--- config.mk ---
export PLATFORM = sky130hd
export DESIGN_NAME = pcf_controller
export DESIGN_NICKNAME = d
export VERILOG_FILES = /design/src/hdl/pcf_pkg.sv /design/src/hdl/pcf_controller.sv
export SDC_FILE = /design/constraint.sdc
export NUM_CORES = 1
export LEC_CHECK = 0
export BUFFER_PORTS_ARGS = -buffer_cell sky130_fd_sc_hd__buf_2
export CAP_MARGIN = 0
export CORE_MARGIN = 5
export CORE_UTILIZATION = 37
export CTS_BUF_LIST = sky130_fd_sc_hd__clkbuf_16
export CTS_CLUSTER_DIAMETER = 150
export DETAILED_ROUTE_END_ITERATION = 12
export GPL_ROUTABILITY_DRIVEN = 0
export PLACE_DENSITY = 0.83
export RECOVER_POWER = 25
export SYNTH_ARGS = -nofsm -noshare
export SYNTH_HDL_FRONTEND = slang
export SYNTH_SLANG_ARGS = --single-unit
--- constraint.sdc ---
create_clock -name clk -period 4.15 [get_ports clk]
set_clock_uncertainty 0.05 [all_clocks]
set_input_delay 0.6225 -clock clk [delete_from_list [all_inputs] [get_ports clk]]
set_output_delay 0.6225 -clock clk [all_outputs]
set_load 0.02 [all_outputs]
--- src/hdl/pcf_pkg.sv ---
// Package with shared types and constants for the partitioned convolution FIR.
package pcf_pkg;

  localparam int MaxTaps = 4096;
  localparam int AddrW = $clog2(MaxTaps);
  localparam int LenW = 13;
  localparam int AccW = 61;

  localparam logic [1:0] CmdSample = 2'd0;
  localparam logic [1:0] CmdWriteTap = 2'd1;
  localparam logic [1:0] CmdClear = 2'd2;

  typedef struct packed {
    logic [1:0] cmd;
    logic [11:0] tap_index;
    logic signed [23:0] value;
  } in_item_t;

  typedef struct packed {
    logic signed [23:0] out_sample;
    logic clipped;
  } out_item_t;

  // Commands from the controller to the datapath.
  typedef struct packed {
    logic write_tap;
    logic write_sample;
    logic clear_step;
    logic mac_start;
    logic mac_step;
    logic acc_add;
    logic finish;
    logic bump_pointer;
  } dp_cmd_t;

  // Status from the datapath to the controller.
  typedef struct packed {
    logic clear_done;
    logic mac_last;
  } dp_status_t;

endpackage

--- src/hdl/pcf_controller.sv ---
// Controller: sequences commands, clear sweeps and the tap loop.
module pcf_controller (
  input  logic clk,
  input  logic rst,
  input  logic in_valid,
  output logic in_ready,
  input  pcf_pkg::in_item_t item,
  input  logic [pcf_pkg::LenW-1:0] response_length,
  output logic out_valid,
  input  logic out_ready,
  output pcf_pkg::dp_cmd_t cmd,
  input  pcf_pkg::dp_status_t status
);

  typedef enum logic [6:0] {
    S_IDLE  = 7'b0000001,
    S_CLEAR = 7'b0000010,
    S_WRITE = 7'b0000100,
    S_MAC   = 7'b0001000,
    S_DRAIN = 7'b0010000,
    S_DONE  = 7'b0100000,
    S_OUT   = 7'b1000000
  } state_t;

  state_t state, state_next;
  logic [1:0] drain, drain_next;
  logic accept;

  assign in_ready = (state == S_IDLE) && !(out_valid && !out_ready);
  assign accept = in_valid && in_ready;

  // Output hold register flag.
  always_ff @(posedge clk) begin
    if (rst) begin
      out_valid <= 1'b0;
    end else if (state == S_OUT) begin
      out_valid <= 1'b1;
    end else if (out_ready) begin
      out_valid <= 1'b0;
    end
  end

  always_ff @(posedge clk) begin
    if (rst) begin
      state <= S_CLEAR;
      drain <= '0;
    end else begin
      state <= state_next;
      drain <= drain_next;
    end
  end

  // Next state and commands. The drain bits track reads still in the memory and
  // multiplier stages; a product is added once it has passed the read and product registers.
  always_comb begin
    state_next = state;
    cmd = '0;
    cmd.acc_add = drain[1];
    unique case (state)
      S_IDLE: begin
        if (accept) begin
          unique case (item.cmd)
            pcf_pkg::CmdWriteTap: begin
              cmd.write_tap = 1'b1;
              state_next = S_CLEAR;
            end
            pcf_pkg::CmdClear: state_next = S_CLEAR;
            pcf_pkg::CmdSample: begin
              if (response_length == '0) begin
                cmd.finish = 1'b1;
                state_next = S_OUT;
              end else begin
                cmd.write_sample = 1'b1;
                state_next = S_WRITE;
              end
            end
            default: state_next = S_IDLE;
          endcase
        end
      end
      S_CLEAR: begin
        cmd.clear_step = 1'b1;
        if (status.clear_done) state_next = S_IDLE;
      end
      S_WRITE: begin
        cmd.mac_start = 1'b1;
        state_next = S_MAC;
      end
      S_MAC: begin
        // Reads issue now; products land after the read and product registers.
        cmd.mac_step = 1'b1;
        if (status.mac_last) state_next = S_DRAIN;
      end
      S_DRAIN: begin
        if (!drain[0]) state_next = S_DONE;
      end
      S_DONE: begin
        cmd.finish = 1'b1;
        cmd.bump_pointer = 1'b1;
        state_next = S_OUT;
      end
      S_OUT: state_next = S_IDLE;
      default: state_next = S_IDLE;
    endcase
    drain_next = {drain[0], cmd.mac_step};
  end

`ifndef SYNTHESIS
  a_no_accept_busy: assert property (@(posedge clk) disable iff (rst)
    (state != S_IDLE) |-> !in_ready) else $error("item taken while busy");
  a_out_after_done: assert property (@(posedge clk) disable iff (rst)
    (state == S_OUT) |=> out_valid) else $error("result not raised");
  a_clear_ends: assert property (@(posedge clk) disable iff (rst)
    (state == S_CLEAR && status.clear_done) |=> (state == S_IDLE))
    else $error("clear sweep overran");
`endif

endmodule
* Word-level counts from Yosys, hierarchy flattened
Cells that the tools add are included.
** Storage, ports and cells
- Register bits :: 10
- Bits in latches :: 0
- RAM bits :: 0
- ROM bits :: 0
- Input bits :: 57
- Output and inout port bits :: 10
- Logic and storage cells :: 48
- Memories :: 0
** Cells by class
- $add $sub $neg :: 0
- Multiply operators :: 0
- Divide/modulo/power cells :: 0
- Magnitude comparators :: 0
- Equal/unequal tests :: 13
- Shifts and indexed selects :: 0
- Multiplexer cells :: 22
- Bitwise operators :: 0
- Reduce and logical (&&, ||, !) cells :: 10
** Operators with widths (number)
- one-hot mux 7 bit (6 select lines) :: 1
- two-way mux 7 bit :: 5
- one-hot mux 7 bit (2 select lines) :: 1
- logical NOT 13 bit :: 1
- two-way mux 1 bit :: 12
- inequality test 2 bit (second input constant) :: 4
- == test 7 x 1 -> 1 bit (second input constant) :: 1
- == test 7 x 2 -> 1 bit (second input constant) :: 1
- == test 7 x 3 -> 1 bit (second input constant) :: 1
- == test 7 x 4 -> 1 bit (second input constant) :: 1
- == test 7 x 5 -> 1 bit (second input constant) :: 1
- == test 7 x 6 -> 1 bit (second input constant) :: 1
- == test 7 bit (second input constant) :: 1
- two-way mux 2 bit :: 2
- AND reduction 4 bit :: 1
- logical AND 1 bit :: 3
- == test 2 x 1 -> 1 bit (second input constant) :: 1
- == test 2 bit (second input constant) :: 1
- logical NOT 1 bit :: 2
- logical NOT 2 bit :: 1
- one-hot mux 1 bit (2 select lines) :: 1
- nonzero test 2 bit :: 1
- OR reduction 2 bit :: 1

* Depth between registers and ports, before layout
Gate-level depths: netlist of the first run.
- Depth after elaboration :: 7
- Gate-level depth with buffers :: 4
- Gate-level depth less buffers :: 4

* Least setup slack after synthesis of the first run
No wires, ideal clock.
- Path kind :: flip-flop to output port
- From :: register state[4]
- To :: output port cmd[1] in the netlist's numbering
- Arrival :: 1.662 ns
- Data required time :: 3.477 ns
- Setup slack :: 1.816 ns
- Stages on the path, launching flop included :: 5
- Buffers on the path :: 0
- Cells stage by stage :: dfxtp_1 -> or3_4 -> nor4b_4 -> nand3_1 -> o21ai_0
** RTL lines
- start: declaration :: RTL line pcf_controller.sv:25 : state_t state, state_next;
- start signal: assignment :: RTL line pcf_controller.sv:48 : state <= state_next;
- end: declaration :: RTL line pcf_controller.sv:11 : output pcf_pkg::dp_cmd_t cmd,

==> metrics.log, run 1 <==
[metrics] depth of the CTS H-tree: 1
[metrics] Util after Layout: 52.7%
[metrics] Sequential Power Share: 33.2%
[metrics] cell types with the largest area share after synthesis: dfxtp_1 (30%), nor3_1 (6.0%), ha_1 (5.6%), nor2_1 (3.9%), nand2b_1 (3.7%)
[metrics] ys async rst share: 0%
[metrics] proportion of power drawn by combinational gates: 13.6%
[metrics] wire length of the first global-routing pass: 2790 µm
[metrics] number of distinct standard cells referenced by the synthesized netlist: 34
[metrics] maximum clock path buffer count: 2
[metrics] Pint: 244 µW
[metrics] number of global-route vias before repair: 687
[metrics] dominant delay contributor by cell family on the critical path: simple AND/OR/NAND/NOR gates
[metrics] dominant register cell in the synthesized netlist: dfxtp_1
[metrics] global-route congestion overflow total: 0
[metrics] slowest stage cell on the critical path: or3_4
[metrics] number of sinks on the clock net: 10
[metrics] Max Cap Viol: 0
[metrics] Clock Power Share: ~53%
[metrics] complex-gate fraction of the synthesized area: between 10% and 20%
[metrics] RSZ-0062 raised after global routing: no
[metrics] element type at the critical path start: flop
[metrics] switching share of power: 21.7%
[metrics] maximum number of pins on one net before global-route repair: 9
[metrics] sequential-to-total area share from yosys stat: 29.9%
[metrics] total routed wirelength: 1780 µm
[metrics] antenna violations before repair: 0
[metrics] P per Cell Area: 342 mW/mm²
[metrics] combined area of all synthesized cells: approximately 670 µm²
[metrics] path class of the lowest-slack min-delay path: reg2reg
[metrics] antenna-violating nets left: 0
[metrics] Critical Path Max Stage Delay: roughly 420 ps
[metrics] Critical Path RT: roughly 3500 ps
[metrics] Die X-Extent: 52.5 µm
[metrics] Syn. warnings: 0
[metrics] reported net switching power: 67.3 µW
[metrics] Worst Path Max Fanout: 7
[metrics] net count after synthesis: 142
[metrics] # hold bufs at CTS: 0
[metrics] area share of the largest cell type after synthesis: 29.9%
[metrics] Leak: 0.000425 µW
[metrics] port buffer count: 30
[metrics] combinational family with the most area after synthesis: simple AND/OR/NAND/NOR gates
[metrics] fraction of synthesized area in multiplexers: 0%
[metrics] number of max-slew violations in the final report: 0
[metrics] series of cell instances along the critical path: or3_4, nor4b_4, nand3_1, o21ai_0, buf_2
[metrics] sum of negative setup slack: 0 ps
[metrics] total via count in the routed design: 740
[metrics] Post-route DRC: 0
[metrics] Crit. End Element: output port
[metrics] gr usage total: 13.7%
[metrics] filler cell count in the final layout: 159
[metrics] cell type with the largest total area after synthesis: dfxtp_1
[metrics] Placement Cell Area: 836 µm²
[metrics] final cycle utilization of the critical path: 63.1%
[metrics] Worst Path Arrival: 1940 ps
[metrics] Inst Count DP: 135
[metrics] classification of the worst setup path: reg2out
[metrics] Vias/cell: between 5 and 6
[metrics] total power: 311 µW
[metrics] Cells after Synth: 82
[metrics] final hold violation count: 0
[metrics] maximum frequency from static timing analysis: ~0.38 GHz
[metrics] detailed-placement wirelength estimate: 1410 µm
[metrics] count of inserted antenna diode cells: 0
[metrics] number of standard cells in the final layout excluding fillers: 138
[metrics] count of buffer and inverter cells on the critical path: 1
[metrics] fraction of final layout cells sized beyond drive strength 1: between 30% and 40%
[metrics] die height: 52.5 µm
[metrics] average instance area after synthesis: 8.16 µm²
[metrics] tightest slew margin relative to the limit: 72.7%
[metrics] routed wirelength normalized by instance count: 12.9 µm
[metrics] XOR/XNOR share of the synthesized area: 0%
[metrics] clock slew seen by the registers of the worst setup and hold paths: approximately 40 ps
[metrics] Area Growth Syn to Fin: 35.9%
[metrics] TritonCTS clock tree: done
[metrics] Initial Utilization: 38.8%
[metrics] Core Area: 0.00173 mm²
[metrics] area enclosed by the die boundary: 0.00276 mm²
[metrics] synthesized-area fraction occupied by and/or/nand/nor cells: approximately 43%
[metrics] standard-cell row count: 15
[metrics] nets@finish: roughly 180
[metrics] synthesized flop and latch total: 10
[metrics] result of the run: finished clean
[metrics] share of synthesized cell area in full adder, half adder and majority cells: 5.61%
[metrics] number of failing setup endpoints in the final timing report: 0
[metrics] count of flip-flops with a built-in enable after synthesis: 0
[metrics] Resized Gates After CTS: 0
[metrics] clock buffers created by TritonCTS: 3
[metrics] actual transition at the worst max-transition pin: 408 ps
[metrics] area of all placed cells without fillers: 910 µm²
[metrics] number of setup buffers added after CTS: 0
[metrics] Iteration-0 DRC Markers: 23
[metrics] clock period minus final worst setup slack: 2620 ps
[metrics] Max IR drop VDD: between 0.15 and 0.2 mV
[metrics] cell chosen for the clock root: clkbuf_16
[metrics] first-pass detailed-route iteration total: 4
[metrics] num ports: 67
[metrics] source-to-sink clock delay at the later pin of the worst-skew pair: 230 ps
[stage by stage]
stage / hold WS (ps) / setup WS (ps)
after floorplan: 407 / 1820
after CTS: 434 / 1540
after global routing: 454 / 1420
final: 429 / 1530
after global placement: 425 / 1900
after detailed placement: 435 / 1810
[synth_stat cells (all sizes together) (2+ instances only)]
library cell / count
a21oi: 2
and2: 2
and3: 2
buf: 2
dfxtp: 10
ha: 3
inv: 6
nand2: 4
nand2b: 4
nand3: 2
nand4: 3
nor2: 7
nor2b: 3
nor3: 8
nor4: 2
nor4b: 2
o21a: 2
o21ai: 3
[cell type report]
class,count,area (µm²),share of cell area [%]
clock buffers,3,75.1,8.25
flip-flops and latches,10,200,22.0
inverters,6,22.5,2.48
well taps,25,31.3,3.44
repair buffers,30,149,16.4
multi-input cells,64,432,47.5
[cell families (layout without fill, tap and decap cells)]
group	count (synthesis)	in the layout
fa+ha+maj	3	3
flops	10	10
buf+inv	8	39
simple gates	46	46
compound gates	15	15
[sequential cells by signal, summed over array words and instances (netlist names)]
name and flops:
drain 2, state 7, out_valid 1
[path summary, 6_finish.rpt]
| check | from | to | slack, ps | cells after the start |
|---|---|---|---|---|
| max | state[4]$_SDFFE_PP0P_ | cmd[1] | 1530 | 5 |
| min | drain[0]$_SDFF_PP0_ | drain[1]$_SDFF_PP0_ | 430 | 1 |
| max reg2reg | state[4]$_SDFFE_PP0P_ | state[6]$_SDFFE_PP0P_ | 2430 | 4 |
| min reg2reg | drain[0]$_SDFF_PP0_ | drain[1]$_SDFF_PP0_ | 430 | 1 |
[power by group through the flow]
stage | registers (µW) | clock network (µW) | logic, µW
CTS | 103 | 167 | 42.0
finish | 103 | 165 | 42.3
detailed placement | 105 | 0 | 41.7
global placement | 104 | 0 | 40.5
global route | 103 | 173 | 46.5
floorplan | 103 | 0 | 24.9
[worst register-to-register path: cells and delay by family (launching register included)]
family             cells  cell delay [ps]
DFF                    1              350
and+or+nand+nor        3              990
AOI/OAI and AO/OA      1              250
[cell usage in the layout, fill, tap and decap left out, types with 3 or more instances in the layout]
master	instances
buf_2	29
dfxtp_1	10
nor3_1	8
nor2_1	7
inv_1	6
nand2_1	4
nand2b_1	4
nand4_1	3
o21ai_0	3
nor2b_1	3
ha_1	3
clkbuf_16	3
[metal layers]
layer	global-route usage, %	share of wire (%)
met5	0	0
met4	5.53	1.1
met3	3.99	6.8
met2	25.0	52
met1	14.4	40
No activity file was read; power rests on OpenSTA's default activity.
==> run 2: changes to the inputs <==
--- a/config.mk
+++ b/config.mk
@@ -8,12 +8,12 @@
 export BUFFER_PORTS_ARGS = -buffer_cell sky130_fd_sc_hd__buf_2
 export CAP_MARGIN = 0
 export CORE_MARGIN = 5
-export CORE_UTILIZATION = 37
+export CORE_UTILIZATION = 31
 export CTS_BUF_LIST = sky130_fd_sc_hd__clkbuf_16
 export CTS_CLUSTER_DIAMETER = 150
 export DETAILED_ROUTE_END_ITERATION = 12
 export GPL_ROUTABILITY_DRIVEN = 0
-export PLACE_DENSITY = 0.83
+export PLACE_DENSITY = 0.74
 export RECOVER_POWER = 25
 export SYNTH_ARGS = -nofsm -noshare
 export SYNTH_HDL_FRONTEND = slang
==> constraint.sdc (replaced) <==
create_clock -name clk -period 2.3 [get_ports clk]
set_clock_uncertainty 0.05 [all_clocks]
set_input_delay 0.345 -clock clk [delete_from_list [all_inputs] [get_ports clk]]
set_output_delay 0.345 -clock clk [all_outputs]
set_load 0.02 [all_outputs]
==> run 2 against run 1 <==
Critical path depth unchanged. Combinational power increased by 82%. Final area increased by 1.7%. Sequential share of layout area decreased by 0.36 points. Largest cell class unchanged. First-iteration DRC count decreased by 39%. Largest power group unchanged. Die area increased by 16%. Utilization decreased by 6.5 points. Worst setup slack got worse by 1400 ps. Non-clock buffer count increased by 1. Critical endpoint is now cmd[7]. Global-route usage decreased by 1.8 points.
==> metrics.log, run 2 (synthesis gave the netlist of run 1 again) <==
[metrics] final hold violation count: 0 (unchanged)
[metrics] Iteration-0 DRC Markers: 14 (-39%)
[metrics] count of inserted antenna diode cells: 0 (unchanged)
[metrics] cell chosen for the clock root: clkbuf_16
[metrics] Max IR drop VDD: 0.443 mV (+170%)
[metrics] Crit. End Element: output port
[metrics] maximum clock path buffer count: 2 (unchanged)
[metrics] port buffer count: 30 (unchanged)
[metrics] Leak: 0.000425 µW (about the same)
[metrics] number of max-slew violations in the final report: 0 (unchanged)
[metrics] first-pass detailed-route iteration total: 4 (unchanged)
[metrics] actual transition at the worst max-transition pin: 357 ps (-50.4 ps)
[metrics] sum of negative setup slack: 0 ps (unchanged)
[metrics] P per Cell Area: 615 mW/mm² (+80%)
[metrics] clock slew seen by the registers of the worst setup and hold paths: 40 ps (about the same)
[metrics] Post-route DRC: 0 (unchanged)
[metrics] num ports: 67 (unchanged)
[metrics] number of global-route vias before repair: 730 (+6.3%)
[metrics] maximum frequency from static timing analysis: 0.472 GHz
[metrics] antenna-violating nets left: 0 (unchanged)
[metrics] result of the run: finished clean
[metrics] maximum number of pins on one net before global-route repair: 9 (unchanged)
[metrics] Critical Path Max Stage Delay: 420 ps (about the same)
[metrics] Max Cap Viol: 0 (unchanged)
[metrics] setup slack at placement: 227 ps (-1590 ps)
[metrics] top flop regs: state: 7 flops, drain: 2 flops, out_valid: 1 flops
[metrics] nets@finish: 176 (+0.57%)
[metrics] min setup slack post-route: 180 ps (-1350 ps)
[metrics] wire length of the first global-routing pass: 3100 µm (+11%)
[metrics] element type at the critical path start: flop
[metrics] detailed-placement wirelength estimate: 1390 µm (-1.5%)
[metrics] top library cells by usage in the layout, fill and taps aside: buf_2 (27), dfxtp_1 (10), nor3_1 (8), nor2_1 (7), inv_1 (6)
[metrics] total via count in the routed design: 703 (-5.0%)
[metrics] TritonCTS clock tree: done
[metrics] slowest stage cell on the critical path: or3_4
[metrics] RSZ-0062 raised after global routing: no
[metrics] routed wirelength normalized by instance count: 11.9 µm (-7.7%)
[metrics] Core Area: 0.00200 mm² (+16%)
[metrics] standard-cell row count: 16 (+1)
[metrics] Worst Path Max Fanout: 6 (-1)
[metrics] Initial Utilization: 33.4% (-5.3 points)
[metrics] tightest slew margin relative to the limit: 75.6% (+2.9 points)
[metrics] total routed wirelength: 1690 µm (-5.0%)
[metrics] number of sinks on the clock net: 10 (unchanged)
[metrics] startpoint of the worst register-to-register path: state[4]$_SDFFE_PP0P_
[metrics] launch point of the worst path: state[4]$_SDFFE_PP0P_
[metrics] series of cell instances along the critical path: or3_4, nor4b_4, buf_4, and3_1, buf_2
[metrics] antenna violations before repair: 0 (unchanged)
[metrics] most common cell after layout, fill and taps aside: buf_2
[metrics] Worst Path Arrival: 1730 ps (-210 ps)
[metrics] Area Growth Syn to Fin: 38.1%
[metrics] Die X-Extent: 56.5 µm (+7.5%)
[metrics] register containing the most flip-flops in the final layout: state
[metrics] Critical Path RT: 1900 ps (-1580 ps)
[metrics] # hold bufs at CTS: 0 (unchanged)
[metrics] area enclosed by the die boundary: 0.00319 mm² (+16%)
[metrics] flip-flop count of the largest register, all copies and words added: 7 (unchanged)
[metrics] clock period minus final worst setup slack: 2120 ps
[metrics] count of buffer and inverter cells on the critical path: 2 (+1)
[metrics] die height: 56.5 µm (+7.5%)
[metrics] global-route congestion overflow total: 0 (unchanged)
[metrics] gr usage total: 11.9% (-1.8 points)
[metrics] fraction of final layout cells sized beyond drive strength 1: 32.2% (-0.57 points)
[metrics] number of failing setup endpoints in the final timing report: 0 (unchanged)
[metrics] source-to-sink clock delay at the later pin of the worst-skew pair: 230 ps (about the same)
[metrics] path class of the lowest-slack min-delay path: in2reg
[metrics] Vias/cell: 4.95 (-7.7%)
[metrics] dominant delay contributor by cell family on the critical path: simple AND/OR/NAND/NOR gates
[metrics] Min-Delay Startpoint: rst
[metrics] final cycle utilization of the critical path: about 92%
[metrics] classification of the worst setup path: reg2out
[metrics] depth of the CTS H-tree: 1 (unchanged)
[metrics] clock buffers created by TritonCTS: 3 (unchanged)
[run 2: layout make-up]
type	count	area (µm²)
clock buffer	3	75.1
timing repair buffer	31	158
multi-input combinational	64	432
fill	202	1080
inverter	6	22.5
clock inverter	1	3.75
tap	27	33.8
sequential	10	200
[run 2: report_power, final]
| group | switching, µW | leakage, µW | internal [µW] |
|---|---|---|---|
| clock network | 78.4 | 0.0000385 | 228 |
| logic | 39.0 | 0.000305 | 38.1 |
| registers | 7.40 | 0.0000812 | 178 |
[run 2: final timing paths]
check	depth (start not counted)	end	slack, ps
setup / recovery	5	cmd[7]	180
hold / removal	2	state[4]$_SDFFE_PP0P_	330
setup reg to reg	5	state[6]$_SDFFE_PP0P_	640
hold reg to reg	1	drain[1]$_SDFF_PP0_	430
[run 2: per-layer routing]
layer | routed length [µm] | up-vias | GRT usage, % | part of all wire [%]
li1 | - | 367 | - | -
met1 | 696 | 323 | 13.3 | 41
met2 | 910 | 13 | 21.8 | 54
met3 | 81 | 0 | 4.82 | 4.8
met4 | 0 | 0 | 1.02 | 0
met5 | 0 | - | 0 | 0
[run 2: per-stage QoR]
stage / power [µW] / utilization, % / cell area, µm² / instances / hold slack, ps
2_1_floorplan: 232 / - / 669 / 82 / 364
3_3_place_gp: 262 / 41.9 / 838 / 137 / 427
3_5_place_dp: 264 / 41.9 / 838 / 137 / 432
4_1_cts: 577 / 46.2 / 925 / 142 / 329
5_1_grt: 598 / 46.2 / 925 / 142 / 346
6_report: 569 / 46.2 / 925 / 142 / 332
[run 2: repair_timing]
item,in CTS,in global routing
endpoints found under the setup margin,1,2
endpoints found under the hold margin,0,0
pin swaps,1,1
setup buffers,1,0
gates cloned,0,0
resized for setup,0,2
